==> src/rtl/core/usp_pkg.sv <==
// Shared types, constants and saturating arithmetic for the upwind scalar advection block.
// No dependencies.
package usp_pkg;

  localparam logic signed [63:0] SAT64 = 64'sh7FFF_FFFF_FFFF_FFFF;
  localparam logic signed [64:0] SAT65 = 65'sh0_7FFF_FFFF_FFFF_FFFF;
  localparam logic [31:0] INT32_MAX = 32'h7FFF_FFFF;
  localparam logic [31:0] INT32_MIN = 32'h8000_0000;
  localparam int unsigned QUEUE_DEPTH = 4;

  // Configuration register indexes
  localparam logic REG_TIME_OVER_SPACING = 1'b0;
  localparam logic REG_FLUX_DEAD_BAND    = 1'b1;

  typedef enum logic [2:0] {
    F_IDLE, F_CUR, F_FT, F_TLO, F_THI, F_ADD, F_PUSH_H, F_PUSH_C
  } front_state_t;

  typedef enum logic [1:0] {B_IDLE, B_DIV, B_DONE} back_state_t;

  // One cell waiting for its divide
  typedef struct packed {
    logic signed [63:0] sum;
    logic [31:0]        rho;
    logic               last;
  } usp_entry_t;

  typedef struct packed {
    logic       valid;
    usp_entry_t entry;
  } usp_push_t;

  function automatic logic is_sat(input logic signed [63:0] v);
    is_sat = (v == SAT64) || (v == -SAT64);
  endfunction

  // Saturating add; a saturated operand is sticky
  function automatic logic signed [63:0] add_sat(input logic signed [63:0] a,
                                                 input logic signed [63:0] b);
    logic signed [64:0] s;
    s = {a[63], a} + {b[63], b};
    if (is_sat(a)) add_sat = a;
    else if (is_sat(b)) add_sat = b;
    else if (s > SAT65) add_sat = SAT64;
    else if (s < -SAT65) add_sat = -SAT64;
    else add_sat = s[63:0];
  endfunction

  function automatic logic [31:0] abs32(input logic signed [31:0] x);
    abs32 = x[31] ? 32'(-x) : 32'(x);
  endfunction

endpackage

==> src/rtl/core/usp_queue.sv <==
// Short queue of cells waiting for the divider, between front and back.
// Depends on usp_pkg.
module usp_queue (
  input  logic               clk,
  input  logic               rst,
  input  usp_pkg::usp_push_t push,
  output logic               push_ready,
  output usp_pkg::usp_push_t head,
  input  logic               pop
);
  import usp_pkg::*;

  localparam int AW = $clog2(QUEUE_DEPTH);

  usp_entry_t    slots [QUEUE_DEPTH];
  logic [AW-1:0] wr_ptr, rd_ptr;
  logic [AW:0]   count;
  logic          do_push, do_pop;

  assign push_ready = count != (AW+1)'(QUEUE_DEPTH);
  assign do_push    = push.valid && push_ready;
  assign do_pop     = pop && count != '0;
  assign head.valid = count != '0;
  assign head.entry = slots[rd_ptr];

  // Pointers and fill count
  always_ff @(posedge clk) begin
    if (rst) begin
      wr_ptr <= '0;
      rd_ptr <= '0;
      count  <= '0;
    end else begin
      if (do_push) wr_ptr <= wr_ptr + 1'b1;
      if (do_pop)  rd_ptr <= rd_ptr + 1'b1;
      count <= count + (AW+1)'(do_push) - (AW+1)'(do_pop);
    end
  end

  always_ff @(posedge clk) begin
    if (do_push) slots[wr_ptr] <= push.entry;
  end

endmodule

==> config.mk <==
export PLATFORM = sky130hd
export DESIGN_NAME = usp_queue
export DESIGN_NICKNAME = d
export VERILOG_FILES = /design/src/rtl/core/usp_pkg.sv /design/src/rtl/core/usp_queue.sv
export SDC_FILE = /design/constraint.sdc
export NUM_CORES = 1
export LEC_CHECK = 0
export BUFFER_PORTS_ARGS = -buffer_cell sky130_fd_sc_hd__buf_2
export CAP_MARGIN = 20
export CORE_MARGIN = 2
export CORE_UTILIZATION = 50
export CTS_BUF_LIST = sky130_fd_sc_hd__clkbuf_2
export DETAILED_ROUTE_END_ITERATION = 10
export GPL_TIMING_DRIVEN = 1
export HOLD_SLACK_MARGIN = 0.02
export PLACE_DENSITY = 0.81
export SLEW_MARGIN = 20
export SYNTH_ARGS = -nofsm -noshare
export SYNTH_HDL_FRONTEND = slang
export SYNTH_SLANG_ARGS = --single-unit
==> constraint.sdc <==
create_clock -name clk -period 4.7 [get_ports clk]
set_input_delay 0.705 -clock clk [delete_from_list [all_inputs] [get_ports clk]]
set_output_delay 0.705 -clock clk [all_outputs]
set_load 0.02 [all_outputs]
Yosys cells after proc, flatten, opt, wreduce, memory -nomap -nowiden

Memories as Yosys holds them, arrays and structs flattened. A register that Yosys moved wholly into a read port is not among the register bits.
Cells that the tools add are included.

Register bits: 7
RAM bits: 388
Input port bits: 101
Output and inout bits: 99
Word-level logic and storage cells: 16
Memories kept: 1

Add/sub/neg operators: 4
Equality and inequality tests: 1
Mux-type cells: 4
Reductions and logical operators: 3

Memory list:

| memory | depth | width | read ports | clocked after memory_dff | write ports | line            | RTL |
|---|---|---|---|---|---|---|---|
| slots  | 4     | 97    | 1          | 1                        | 1           | usp_queue.sv:15 | `usp_entry_t slots [QUEUE_DEPTH];` |

Operators by type and width:

| cell                                                          | number |
|---|---|
| 2-bit by 1-bit adder with 2-bit output, second input constant | 2 |
| 2-bit 2-to-1 mux                                              | 2 |
| 3-bit by 1-bit adder with 3-bit output                        | 1 |
| 3-bit inequality test, second input constant                  | 1 |
| 3-bit nonzero test                                            | 1 |
| 3-bit by 1-bit subtractor with 3-bit output                   | 1 |
| 1-bit logical AND                                             | 2 |
| 1-bit 2-to-1 mux                                              | 2 |

Depth between registers and ports, before layout

Depth in word-level cells: 4
Mapped depth: 11
Mapped depth without buffers: 11

Least setup slack after synthesis

No wires, ideal clock.

Kind: input-to-reg
Start: in push[97] in the netlist's numbering
End: mem slots[0][0] in the netlist's numbering (enable)
Setup time: 0.467 ns
Arrival time: 3.362 ns
Data required time: 4.233 ns
Path slack: 0.871 ns
Cell stages on the path: 2
Buffers on the path: 0
Cells stage by stage: a21boi_1 and2_1

Longest elaborated chain between the ends: 3

Ends and longest elaborated chain:

| what                                   | line            | RTL |
|---|---|---|
| from (decl)                            | usp_queue.sv:6  | `input usp_pkg::usp_push_t push,` |
| 1-bit logical AND                      | usp_queue.sv:21 | `assign do_push = push.valid && push_ready;` |
| 1-bit 2-to-1 mux                       | usp_queue.sv:40 | `if (do_push) slots[wr_ptr] <= push.entry;` |
| 1-bit 2-to-1 mux (implied by the code) | usp_queue.sv:40 |  |
| to (decl)                              | usp_queue.sv:15 |  |

Every way passes these cells.

==> metrics.txt <==
status=finished clean; top post-synthesis cells by area=edfxtp_1, mux4_2, dfxtp_1; first-pass GRT wire length=between 40 and 50 mm; yosys warns=0; DRC violations left=0; DP HPWL=16.1 mm; Max IR drop VDD=roughly 0.00040 V; cell taking the most area after synthesis=edfxtp_1; share of cells above drive strength 1=approximately 45%; share of the synthesized area in the top cell type=between 80% and 90%; core area=approximately 29000 µm²; critical path class=reg2out; Cells after Synth=556; IO Pins=200; Least-Margin Pin Slew=about 940 ps; TritonCTS clock tree=yes; Die Y=174 µm; drt wl/cell=~20 µm; sequential fraction of the synthesis area=approximately four fifths; Final Max Tran Viols=0; top_reg_cell synth=edfxtp_1; CP max FO=28; Worst slew margin=a little under two fifths; Post-Route WL=27.8 mm; Setup Fix Bufs, Post-CTS=0; total gr overflow=0; Starting Density=about half; Netlist cell types=24; First-pass DRT Iterations=7; root buffer cell=clkbuf_2; Fin Hold WS=approximately 130 ps; final setup TNS=0 ps; Die Wd=about 170 µm; CP arrival=roughly 2900 ps; Syn Area/Cell=between 20 and 30 µm²; Post-Syn Area=roughly 14000 µm²; worst hold-check path type=in2reg; crit path launch type=flop; global-route usage over all layers=between 10% and 20%; Multi-input gate area=around 2500 µm²; period utilization=between 70% and 80%; H-tree depth=3; Layout area overhead=22.9%; worst-case clock skew=between 70 and 80 ps; drt initial violations=between 500 and 600; clock sinks=between 300 and 400; vias in the first global route=~7800; initial antenna violation count=4; Routed Antenna Nets=0; largest net degree at the start of global routing=between 60 and 70; Yosys reg bits=between 300 and 400; fmax=276 MHz; port bufs=slightly below 200; Clock transition at path regs=around 100 ps; synth cell count leaders=edfxtp_1, mux4_2, buf_2; Lkg Pwr=0.00617 µW; register area=around 12000 µm²; CTS Buf Count=92; setup violators final=0; routability cong.=0.706; asr flop ratio synth=0%; worst path required time=3990 ps; minimum clock period=roughly 3600 ps; clock tree buffer depth=3; PwrDens=a little over 500 nW/µm²; MaxCap Viol Count=0; final hold vios=0; Worst setup EP type=output pin; Row Count=62; fin nets=roughly 1000; Die Area=around 30000 µm²; Post-Syn Nets=approximately 660; latest clock arrival within the worst-skew pair=a little under 900 ps; routed via count=around 7200; via-per-instance ratio=roughly 5.2; setup repair after global routing missed its margin=no; Post-synth EDFFs=slightly below 400; fill cell count=2036; most common cell in the netlist=edfxtp_1
## cells by family after synthesis
| group | synth area share (%) |
|---|---|
| and+or+nand+nor | 0.658 |
| adders and majority gates | 0.658 |
| buffers and inverters | 1.19 |
| AOI/OAI and AO/OA | 0.173 |
| muxes | 15.3 |
| DFF | 81.9 |
| xor gates and xnor gates | 0.182 |
## where the power goes
part / internal, µW / switching, µW
clock network: 915 / 1260
logic: 1040 / 1390
registers: 4330 / 188
total: 6290 / 2850
## worst max-delay path, cell delays in order (launching register included)
cell     delay [ps]
dfxtp_4         710
buf_4           570
mux4_2          610
buf_2           180
## routing by layer
layer / GRT usage, % / vias up / wire [µm]
li1: - / 3211 / -
met1: 25.3 / 3659 / 11500
met2: 30.2 / 299 / 13800
met3: 4.88 / 42 / 2000
met4: 6.51 / 2 / 452
met5: 0 / - / 13
## per-stage QoR
stage	util, %	instances	setup WS, ps	power [µW]	cell area, µm²
2_1_floorplan	-	556	871	6260	14500
3_3_place_gp	55.7	1124	1820	6980	15900
3_5_place_dp	55.7	1124	1780	7020	15900
4_1_cts	62.2	1385	895	9270	17800
5_1_grt	62.2	1388	796	9600	17800
6_report	62.2	1388	1080	9140	17800
## placed cells by master, fill, tap and decap left out, types with 2 or more instances in the layout
| cell | synthesis | layout |
|---|---|---|
| edfxtp_1 | 388 | 388 |
| buf_2 | 11 | 199 |
| clkbuf_2 | 0 | 131 |
| mux4_2 | 97 | 97 |
| dlygate4sd3_1 | 0 | 97 |
| clkinv_1 | 0 | 26 |
| nor2_1 | 8 | 8 |
| dfxtp_1 | 9 | 7 |
| ha_1 | 6 | 6 |
| inv_1 | 5 | 5 |
| buf_12 | 0 | 5 |
| and2_4 | 0 | 4 |
| diode_2 | 0 | 3 |
| bufinv_16 | 0 | 3 |
| buf_4 | 0 | 3 |
| xor2_1 | 2 | 2 |
| nand2b_1 | 2 | 2 |
| dfxtp_4 | 0 | 2 |
## final timing paths
kind	cells past startpoint	from	slack, ps	endpoint
max	3	flop	1080	head[95]
min	1	push[12]	130	slots[0][12]
min reg2reg	2	wr_ptr[1]	530	wr_ptr[1]
max reg2reg	4	count[1]	1990	slots[2][31]
## final cells by class
class / instances / area share, %
Antenna cell: 3 / 0.0423
Inverter: 5 / 0.106
Tap cell: 384 / 2.71
Multi-Input combinational cell: 131 / 13.8
Clock inverter: 33 / 1.20
Sequential cell: 397 / 66.7
Clock buffer: 131 / 3.69
Timing Repair Buffer: 304 / 11.8
## sequential cells by signal, indices dropped and copies added, names as in the netlist, named ones only
register  flops
count         3
rd_ptr        2
slots       388
wr_ptr        2
## what timing repair did
action                    4_1_cts  5_1_grt
hold buffers                   97        0
hold endpoints to repair      382        0
gates resized for setup         0        0
(Power assumes the default switching activity.)
