==> src/rtl/core/usp_pkg.sv <==
// Shared types, constants and saturating arithmetic for the upwind scalar advection block.
// No dependencies.
package usp_pkg;

  localparam logic signed [63:0] SAT64 = 64'sh7FFF_FFFF_FFFF_FFFF;
  localparam logic signed [64:0] SAT65 = 65'sh0_7FFF_FFFF_FFFF_FFFF;
  localparam logic [31:0] INT32_MAX = 32'h7FFF_FFFF;
  localparam logic [31:0] INT32_MIN = 32'h8000_0000;
  localparam int unsigned QUEUE_DEPTH = 4;

  // Configuration register indexes
  localparam logic REG_TIME_OVER_SPACING = 1'b0;
  localparam logic REG_FLUX_DEAD_BAND    = 1'b1;

  typedef enum logic [2:0] {
    F_IDLE, F_CUR, F_FT, F_TLO, F_THI, F_ADD, F_PUSH_H, F_PUSH_C
  } front_state_t;

  typedef enum logic [1:0] {B_IDLE, B_DIV, B_DONE} back_state_t;

  // One cell waiting for its divide
  typedef struct packed {
    logic signed [63:0] sum;
    logic [31:0]        rho;
    logic               last;
  } usp_entry_t;

  typedef struct packed {
    logic       valid;
    usp_entry_t entry;
  } usp_push_t;

  function automatic logic is_sat(input logic signed [63:0] v);
    is_sat = (v == SAT64) || (v == -SAT64);
  endfunction

  // Saturating add; a saturated operand is sticky
  function automatic logic signed [63:0] add_sat(input logic signed [63:0] a,
                                                 input logic signed [63:0] b);
    logic signed [64:0] s;
    s = {a[63], a} + {b[63], b};
    if (is_sat(a)) add_sat = a;
    else if (is_sat(b)) add_sat = b;
    else if (s > SAT65) add_sat = SAT64;
    else if (s < -SAT65) add_sat = -SAT64;
    else add_sat = s[63:0];
  endfunction

  function automatic logic [31:0] abs32(input logic signed [31:0] x);
    abs32 = x[31] ? 32'(-x) : 32'(x);
  endfunction

endpackage

==> src/rtl/core/usp_ifs.sv <==


interface usp_out_if;
  logic               valid;
  logic               ready;
  logic signed [31:0] scalar_out;
  logic               divide_fault;
  logic               last_of_line;
  modport source(output valid, scalar_out, divide_fault, last_of_line, input ready);
  modport sink(input valid, scalar_out, divide_fault, last_of_line, output ready);
endinterface


==> src/rtl/core/usp_back.sv <==
// Back end: restoring divide of each conserved sum by its new density, output register.
// Depends on usp_pkg and usp_out_if.
module usp_back #(
  parameter int FRAC_BITS = 16
) (
  input  logic               clk,
  input  logic               rst,
  input  usp_pkg::usp_push_t head,
  output logic               pop,
  usp_out_if.source          results
);
  import usp_pkg::*;

  localparam int QB = 33;

  back_state_t state, state_next;

  logic          neg_r, last_r, imm_r;
  logic [31:0]   rho_r, rem, imm_val;
  logic [QB-1:0] dlo, qbits;
  logic [5:0]    step;
  logic          out_valid;
  logic [31:0]   out_val;
  logic          out_fault, out_last;

  logic               s_neg, s_sat, ovf, imm;
  logic [63:0]        mag, high;
  logic [31:0]        imm_v;
  logic [QB:0]        r2;
  logic               ge;
  logic [QB-1:0]      bound;
  logic               fin_fault;
  logic [31:0]        fin_val;
  logic               load_out;

  // Setup decode of the queue head
  assign s_neg = head.entry.sum[63];
  assign s_sat = is_sat(head.entry.sum);
  assign mag   = s_neg ? 64'(-head.entry.sum) : 64'(head.entry.sum);
  assign high  = mag >> (QB - FRAC_BITS);
  assign ovf   = high >= {32'b0, head.entry.rho};
  assign imm   = s_sat || head.entry.rho == '0 || ovf;
  always_comb begin
    if (head.entry.rho == '0 && !s_sat)
      imm_v = s_neg ? INT32_MIN : (head.entry.sum != '0 ? INT32_MAX : 32'h0);
    else
      imm_v = s_neg ? INT32_MIN : INT32_MAX;
  end

  // One quotient bit a cycle
  assign r2 = {1'b0, rem, dlo[QB-1]};
  assign ge = r2 >= {2'b0, rho_r};

  // Final range check
  assign bound     = neg_r ? QB'(INT32_MIN) : QB'(INT32_MAX);
  assign fin_fault = imm_r || qbits > bound;
  always_comb begin
    if (imm_r)          fin_val = imm_val;
    else if (fin_fault) fin_val = neg_r ? INT32_MIN : INT32_MAX;
    else                fin_val = neg_r ? 32'(-qbits) : qbits[31:0];
  end

  assign load_out = state == B_DONE && (!out_valid || results.ready);

  always_ff @(posedge clk) begin
    if (rst) state <= B_IDLE;
    else     state <= state_next;
  end

  always_comb begin
    state_next = state;
    pop        = 1'b0;
    unique case (state)
      B_IDLE: begin
        if (head.valid) begin
          pop        = 1'b1;
          state_next = imm ? B_DONE : B_DIV;
        end
      end
      B_DIV:  if (step == 6'(QB - 1)) state_next = B_DONE;
      B_DONE: if (load_out) state_next = B_IDLE;
      default: state_next = B_IDLE;
    endcase
  end

  // Divider registers
  always_ff @(posedge clk) begin
    case (state)
      B_IDLE: begin
        neg_r   <= s_neg;
        last_r  <= head.entry.last;
        rho_r   <= head.entry.rho;
        imm_r   <= imm;
        imm_val <= imm_v;
        rem     <= high[31:0];
        dlo     <= QB'(mag << FRAC_BITS);
        qbits   <= '0;
        step    <= '0;
      end
      B_DIV: begin
        rem   <= ge ? 32'(r2 - {2'b0, rho_r}) : r2[31:0];
        dlo   <= dlo << 1;
        qbits <= {qbits[QB-2:0], ge};
        step  <= step + 1'b1;
      end
      default: ;
    endcase
  end

  // Output word register
  always_ff @(posedge clk) begin
    if (rst) out_valid <= 1'b0;
    else if (load_out) out_valid <= 1'b1;
    else if (results.ready) out_valid <= 1'b0;
  end

  always_ff @(posedge clk) begin
    if (load_out) begin
      out_val   <= fin_val;
      out_fault <= fin_fault;
      out_last  <= last_r;
    end
  end

  assign results.valid        = out_valid;
  assign results.scalar_out   = $signed(out_val);
  assign results.divide_fault = out_fault;
  assign results.last_of_line = out_last;

endmodule

==> src/flat_wrapper.sv <==
// flat-port wrapper written by rule: the top's interface ports become plain ports
module usp_back_flat import usp_pkg::*;
#(
  parameter int FRAC_BITS = 16
)
  (clk, rst, head, pop, results_valid, results_scalar_out, results_divide_fault, results_last_of_line, results_ready);
  usp_out_if results_i ();
  input  logic clk;
  input  logic rst;
  input  usp_pkg::usp_push_t head;
  output logic pop;
  output wire logic [$bits(results_i.valid)-1:0] results_valid;
  output wire logic [$bits(results_i.scalar_out)-1:0] results_scalar_out;
  output wire logic [$bits(results_i.divide_fault)-1:0] results_divide_fault;
  output wire logic [$bits(results_i.last_of_line)-1:0] results_last_of_line;
  input wire logic [$bits(results_i.ready)-1:0] results_ready;
  assign results_valid = results_i.valid;
  assign results_scalar_out = results_i.scalar_out;
  assign results_divide_fault = results_i.divide_fault;
  assign results_last_of_line = results_i.last_of_line;
  assign results_i.ready = results_ready;
  usp_back #(.FRAC_BITS(FRAC_BITS)) u_core (.clk(clk), .rst(rst), .head(head), .pop(pop), .results(results_i));
endmodule
==> config.mk <==
export PLATFORM = sky130hd
export DESIGN_NAME = usp_back_flat
export DESIGN_NICKNAME = d
export VERILOG_FILES = /design/src/rtl/core/usp_pkg.sv /design/src/rtl/core/usp_ifs.sv /design/src/rtl/core/usp_back.sv /design/src/flat_wrapper.sv
export SDC_FILE = /design/constraint.sdc
export NUM_CORES = 1
export LEC_CHECK = 0
export ABC_CLOCK_PERIOD_IN_PS = 7750
export CORE_UTILIZATION = 67
export CTS_BUF_LIST = sky130_fd_sc_hd__clkbuf_2 sky130_fd_sc_hd__clkbuf_4 sky130_fd_sc_hd__clkbuf_8
export CTS_CLUSTER_DIAMETER = 80
export CTS_CLUSTER_SIZE = 8
export DETAILED_ROUTE_END_ITERATION = 12
export DONT_BUFFER_PORTS = 1
export PLACE_DENSITY = 0.89
export SKIP_LAST_GASP = 1
export SYNTH_ARGS = -nofsm -noshare
export SYNTH_HDL_FRONTEND = slang
export SYNTH_SLANG_ARGS = --single-unit
export TNS_END_PERCENT = 10
==> constraint.sdc <==
create_clock -name clk -period 7.75 [get_ports clk]
set_input_delay 0.775 -clock clk [delete_from_list [all_inputs] [get_ports clk]]
set_output_delay 0.775 -clock clk [all_outputs]
set_load 0.02 [all_outputs]
Word-level counts from Yosys, hierarchy flattened. Cells that the tools add are included.

Flip-flop bits (word level): 208. Output and inout bits: 36. Word-level logic and storage cells: 68.

Add/subtract/negate cells: 4. $lt $le $gt $ge: 3. Equality and inequality tests: 8. Mux-type cells: 24. Reduce and logical (&&, ||, !) cells: 15.

Operators by type and width (count): $mux W32 (9); $pmux W33 S2 (2); $eq A64 B64 Y1 const B (2); $mux W64 (1); $neg A64 Y64 (1); $pmux W32 S2 (1); $reduce_bool A64 Y1 (1); $ge A47 B32 Y1 (1); $ge A33 B32 Y1 (1); $gt A33 B32 Y1 (1); $logic_not A32 Y1 (1); $neg A32 Y32 (1); $sub A32 B32 Y32 (1); $mux W31 (1); $pmux W6 S2 (1); $mux W2 (4); $add A6 B1 Y6 const B (1); $eq A6 B6 Y1 const B (1); $pmux W2 S3 (1); $logic_or A1 B1 Y1 (5); $mux W1 (4); $ne A2 B1 Y1 const B (2); $reduce_bool A2 Y1 (2); $reduce_and A3 Y1 (1); other kinds (6) (8).

Longest topological paths before layout.
Depth after elaboration: 7. Gate-level depth with buffers: 18.

Least setup slack after synthesis. Ideal clock, no wire load.

Kind: input to register. Start: in head[35] (netlist bit). End: reg u_core.state[1]. Data arrival time: 4767 ps. Slack: 2863 ps. Stages on the path: 15. Cell sequence: or4_4 or4_1 or3_1 or4_1 o41ai_1 xnor2_1 ha_1 a21o_1 o31ai_1 nand4_1 a211oi_1 nand4_1 nor4_1 nand3_1 o31a_1.

Word-level cells in the longest chain between the ends: 7. Elaborated cells between the ends (all ways): 11.

Ends and longest elaborated chain: start: declaration (line flat_wrapper.sv:10) `input usp_pkg::usp_push_t head;`; $neg A64 Y64 / $eq A64 B64 Y1 (equally long branches) (line usp_back.sv:39, usp_pkg.sv:34); $mux W64 / $logic_or A1 B1 Y1 (equally long branches) (line usp_back.sv:39, usp_pkg.sv:34); $ge A47 B32 Y1 / $logic_or A1 B1 Y1 (equally long branches) (line usp_back.sv:41, usp_back.sv:42); $logic_or A1 B1 Y1 * (line usp_back.sv:42) `assign imm = s_sat || head.entry.rho == '0 || ovf;`; named net u_core.imm (line usp_back.sv:26) `logic s_neg, s_sat, ovf, imm;`; $mux W2 * (line usp_back.sv:77) `state_next = imm ? B_DONE : B_DIV;`; $mux W2 * (line usp_back.sv:75) `if (head.valid) begin`; $pmux W2 S3 * (line usp_back.sv:73) `unique case (state)`; end signal: assignment (line usp_back.sv:67) `else state <= state_next;`; end: declaration (line usp_back.sv:16) `back_state_t state, state_next;`.

Mark *: on every way through the listed nets, which the timed path passes. The rest lies on a longest branch. The select of a mux whose other input is x is not followed. A chain may end at the register's enable or synchronous reset.

==> impl_table.tex <==
\begin{tabular}{lr}
\hline
Metric & Value \\
\hline
\multicolumn{2}{l}{\textbf{Placement}} \\
Post-detail-place hpwl & 26,000 µm \\
Port bufs & 0 \\
Final weighted congestion in routability-driven placement & 1.029 \\
DP Cell Count & 1,490 \\
\multicolumn{2}{l}{\textbf{Timing}} \\
Final clock period utilization by the worst path & 65.70\% \\
Worst rel slew slack & 32.79\% \\
Setup violators final & 0 \\
Shortest clock period the worst path allows after layout & 5.092 ns \\
Maximum achievable frequency & 196.4 MHz \\
Clk\_skew & 0.01915 ns \\
Final-layout setup total negative slack & 0 ns \\
Final hold vios & 0 \\
Unrepaired setup endpoints after global routing & false \\
Transition time at the pin with the least slew margin & 0.9951 ns \\
Number of slew-limit violations in the final report & 0 \\
\multicolumn{2}{l}{\textbf{Floorplan}} \\
Floorplan die height & 136.8 µm \\
Std-Cell Rows & 48 \\
CORE AREA & 17,540 µm² \\
I/O pin count & 137 \\
Chip width & 136.8 µm \\
Initial Utilization & 69.37\% \\
DIE AREA & 18,700 µm² \\
\multicolumn{2}{l}{\textbf{CTS}} \\
CTS Buffer Depth & 2 \\
Post-CTS setup repair buffer count & 0 \\
H-tree depth & 4 \\
Clk sinks & 161 \\
Total clock buffers created by CTS & 17 \\
Number of cells upsized or downsized after cts & 0 \\
Hold bufs inserted after CTS & 0 \\
Clock Latency Late Sink & 0.47 ns \\
Clock-pin transition on the worst setup and hold timing paths & 0.09 ns \\
CTS tree & done \\
Clock root cell & clkbuf\_8 \\
\multicolumn{2}{l}{\textbf{Pwr}} \\
Share of total power in the clock network & 27.7\% \\
Switching fraction of total power & 32.73\% \\
Net load switching power & 760.4 µW \\
Leak & 0.005004 µW \\
Worst-case vdd ir drop & 0.1309 mV \\
Power density normalized to cell area & 182.4 nW/µm² \\
Part of the total power dissipated in sequential elements & 46.8\% \\
Combinational share of power & 25.5\% \\
Int Pwr & 1563 µW \\
\multicolumn{2}{l}{\textbf{Finish}} \\
Finished Layout Cells & 1,522 \\
Multi-input gate area & 6858 µm² \\
Fin nets & 1,488 \\
Filler cell count in the final layout & 1,268 \\
Most frequent standard cell in the layout excluding fill and tap cells & edfxtp\_1 \\
Layout area overhead & 4.690\% \\
FF+latch area & 4805 µm² \\
Top library cells by usage in the layout, fill and taps aside & edfxtp\_1, nor2\_1, ha\_1, o21ai\_0, nand2\_1 \\
Inserted Diodes & 0 \\
Share of post-route cells with drive strength above 1 & 5.166\% \\
\multicolumn{2}{l}{\textbf{Global route}} \\
All-layer global routing usage & 38.21\% \\
First-pass GRT wire length & 53,800 µm \\
Initial antenna violation count & 0 \\
Overflow left after global routing & 0 \\
Largest net degree at the start of global routing & 66 \\
Number of global-route vias before repair & 10,200 \\
\multicolumn{2}{l}{\textbf{Critical path}} \\
Nature of the critical path startpoint & flip-flop \\
Crit Path Category & reg2reg \\
Arr. time, crit path & 5.24 ns \\
Crit path capture type & flip-flop \\
CP max FO & 33 \\
Critical path data required time & 7.90 ns \\
\multicolumn{2}{l}{\textbf{Drt}} \\
DRC viols & 0 \\
ANT nets after route & 0 \\
Vias post-DR & 10,645 \\
Wire length per cell after detailed routing & 22.98 µm \\
Number of vias per cell & 6.994 \\
Initial DRC Count & 1,335 \\
Total Routed Length & 34,980 µm \\
First-pass DRT Iterations & 6 \\
\multicolumn{2}{l}{\textbf{Synth}} \\
Post-synthesis cell area & 12,170 µm² \\
Share of flip-flops with an asynchronous set or reset & 0\% \\
Synth Instances & 1,303 \\
Average footprint of a synthesized cell & 9.336 µm² \\
Synthesis Warnings & 0 \\
Number of distinct library cells after synthesis & 71 \\
Post-synth EDFFs & 158 \\
Proportion of synthesized chip area in sequential cells & 39.49\% \\
Number of nets produced by synthesis & 1,507 \\
Total of flip-flops plus latches after synthesis & 161 \\
Primary FF master, synth & edfxtp\_1 \\
\multicolumn{2}{l}{\textbf{Flow run}} \\
Max-cap viol count & 0 \\
\multicolumn{2}{l}{\textbf{Status}} \\
Status & completed \\
\multicolumn{2}{l}{\textbf{Hold path}} \\
Class of the tightest hold or removal check & in2reg \\
\hline
\end{tabular}
==> path summary, 6_finish.rpt <==
kind	endpoint	start	slack, ns	cells past startpoint
max reg2reg	u_core.results.scalar_out[8]$_DFFE_PP_	u_core.imm_val[31]$_DFFE_PP_	2.66	10
min	u_core.results.valid$_SDFFE_PP0P_	rst	0.37	1
min reg2reg	u_core.results.last_of_line$_DFFE_PP_	u_core.last_r$_DFFE_PP_	0.45	0
max	u_core.results.scalar_out[8]$_DFFE_PP_	u_core.imm_val[31]$_DFFE_PP_	2.66	10
==> flip-flops by register name, indices dropped and copies added (netlist names) <==
| signal | cells |
|---|---|
| u_core.state | 2 |
| u_core.rho_r | 32 |
| u_core.results.valid | 1 |
| u_core.imm_r | 1 |
| u_core.imm_val | 2 |
| u_core.results.last_of_line | 1 |
| u_core.qbits | 33 |
| u_core.rem | 32 |
| u_core.step | 6 |
| u_core.results.scalar_out | 32 |
| u_core.dlo | 17 |
| u_core.results.divide_fault | 1 |
| u_core.last_r | 1 |
==> worst max-delay path, stage by stage (launching register included) <==
cell and delay (ns):
edfxtp_1 0.97, buf_4 0.47, inv_1 0.26, ha_1 0.37, nand2_1 0.07, nor4b_1 0.52, nand4_1 0.27, or3_1 0.43
o21ai_0 0.27, o31a_1 0.84, o21ai_0 0.28
==> synth_stat cells, types with 29 or more instances <==
| master | number | area share, % |
|---|---|---|
| ha_1 | 102 | 10 |
| nor4_1 | 41 | 2.1 |
| xnor2_1 | 56 | 4.0 |
| o21ai_0 | 101 | 4.2 |
| and2_1 | 33 | 1.7 |
| nand4_1 | 46 | 2.4 |
| a21oi_1 | 79 | 3.3 |
| clkbuf_1 | 32 | 0.99 |
| nor3_1 | 29 | 1.2 |
| xor2_1 | 48 | 3.5 |
| inv_1 | 90 | 2.8 |
| edfxtp_1 | 158 | 39 |
| nand2_1 | 91 | 2.8 |
| a21o_1 | 29 | 1.8 |
| nor2_1 | 107 | 3.3 |
==> through the flow <==
step	hold slack (ns)	setup WS, ns	total power, µW	utilization, %	instance area (µm²)
floorplan	0.4003	2.863	1541	-	12170
finish	0.3687	2.658	2323	72.62	12740
CTS	0.3518	2.772	2302	72.62	12740
global route	0.3599	2.394	2418	72.62	12740
detailed placement	0.4333	2.281	1675	70.38	12340
global placement	0.4173	2.425	1644	70.38	12340
==> metal layers <==
layer  wire length (µm)  share of wire (%)  GRT usage (%)
met5                  0                  0              0
met4               1424                4.1          17.04
met3               3488                 10          8.926
met2              16310                 47          62.30
met1              13750                 39          48.24
==> final cells by class <==
class                   count  area share, %
clock buffers              18          1.896
clock inverters            14          1.189
repair buffers              8         0.4716
multi-input cells        1006          53.85
inverters                  90          2.662
well taps                 225          2.210
flip-flops and latches    161          37.72
==> cells by family (layout without fill, tap and decap cells) <==
| logic type | count (synthesis) | count (layout) | share of synthesized area (%) |
|---|---|---|---|
| DFF | 161 | 161 | 39.49 |
| and+or+nand+nor | 461 | 461 | 19.94 |
| xor gates and xnor gates | 104 | 104 | 7.487 |
| adders and majority gates | 103 | 103 | 10.66 |
| muxes | 10 | 10 | 0.8536 |
| buffers and inverters | 136 | 130 | 4.474 |
| AOI/OAI and AO/OA | 328 | 328 | 17.09 |
==> power by group through the flow <==
stage / clock (µW) / combinational (µW) / sequential (µW)
after detailed placement: 0 / 570 / 1100
after floorplan: 0 / 448 / 1090
after CTS: 640 / 577 / 1090
final: 644 / 592 / 1090
after global placement: 0 / 544 / 1100
after global routing: 675 / 649 / 1090
Note: power is estimated with default switching activity, not from simulation.
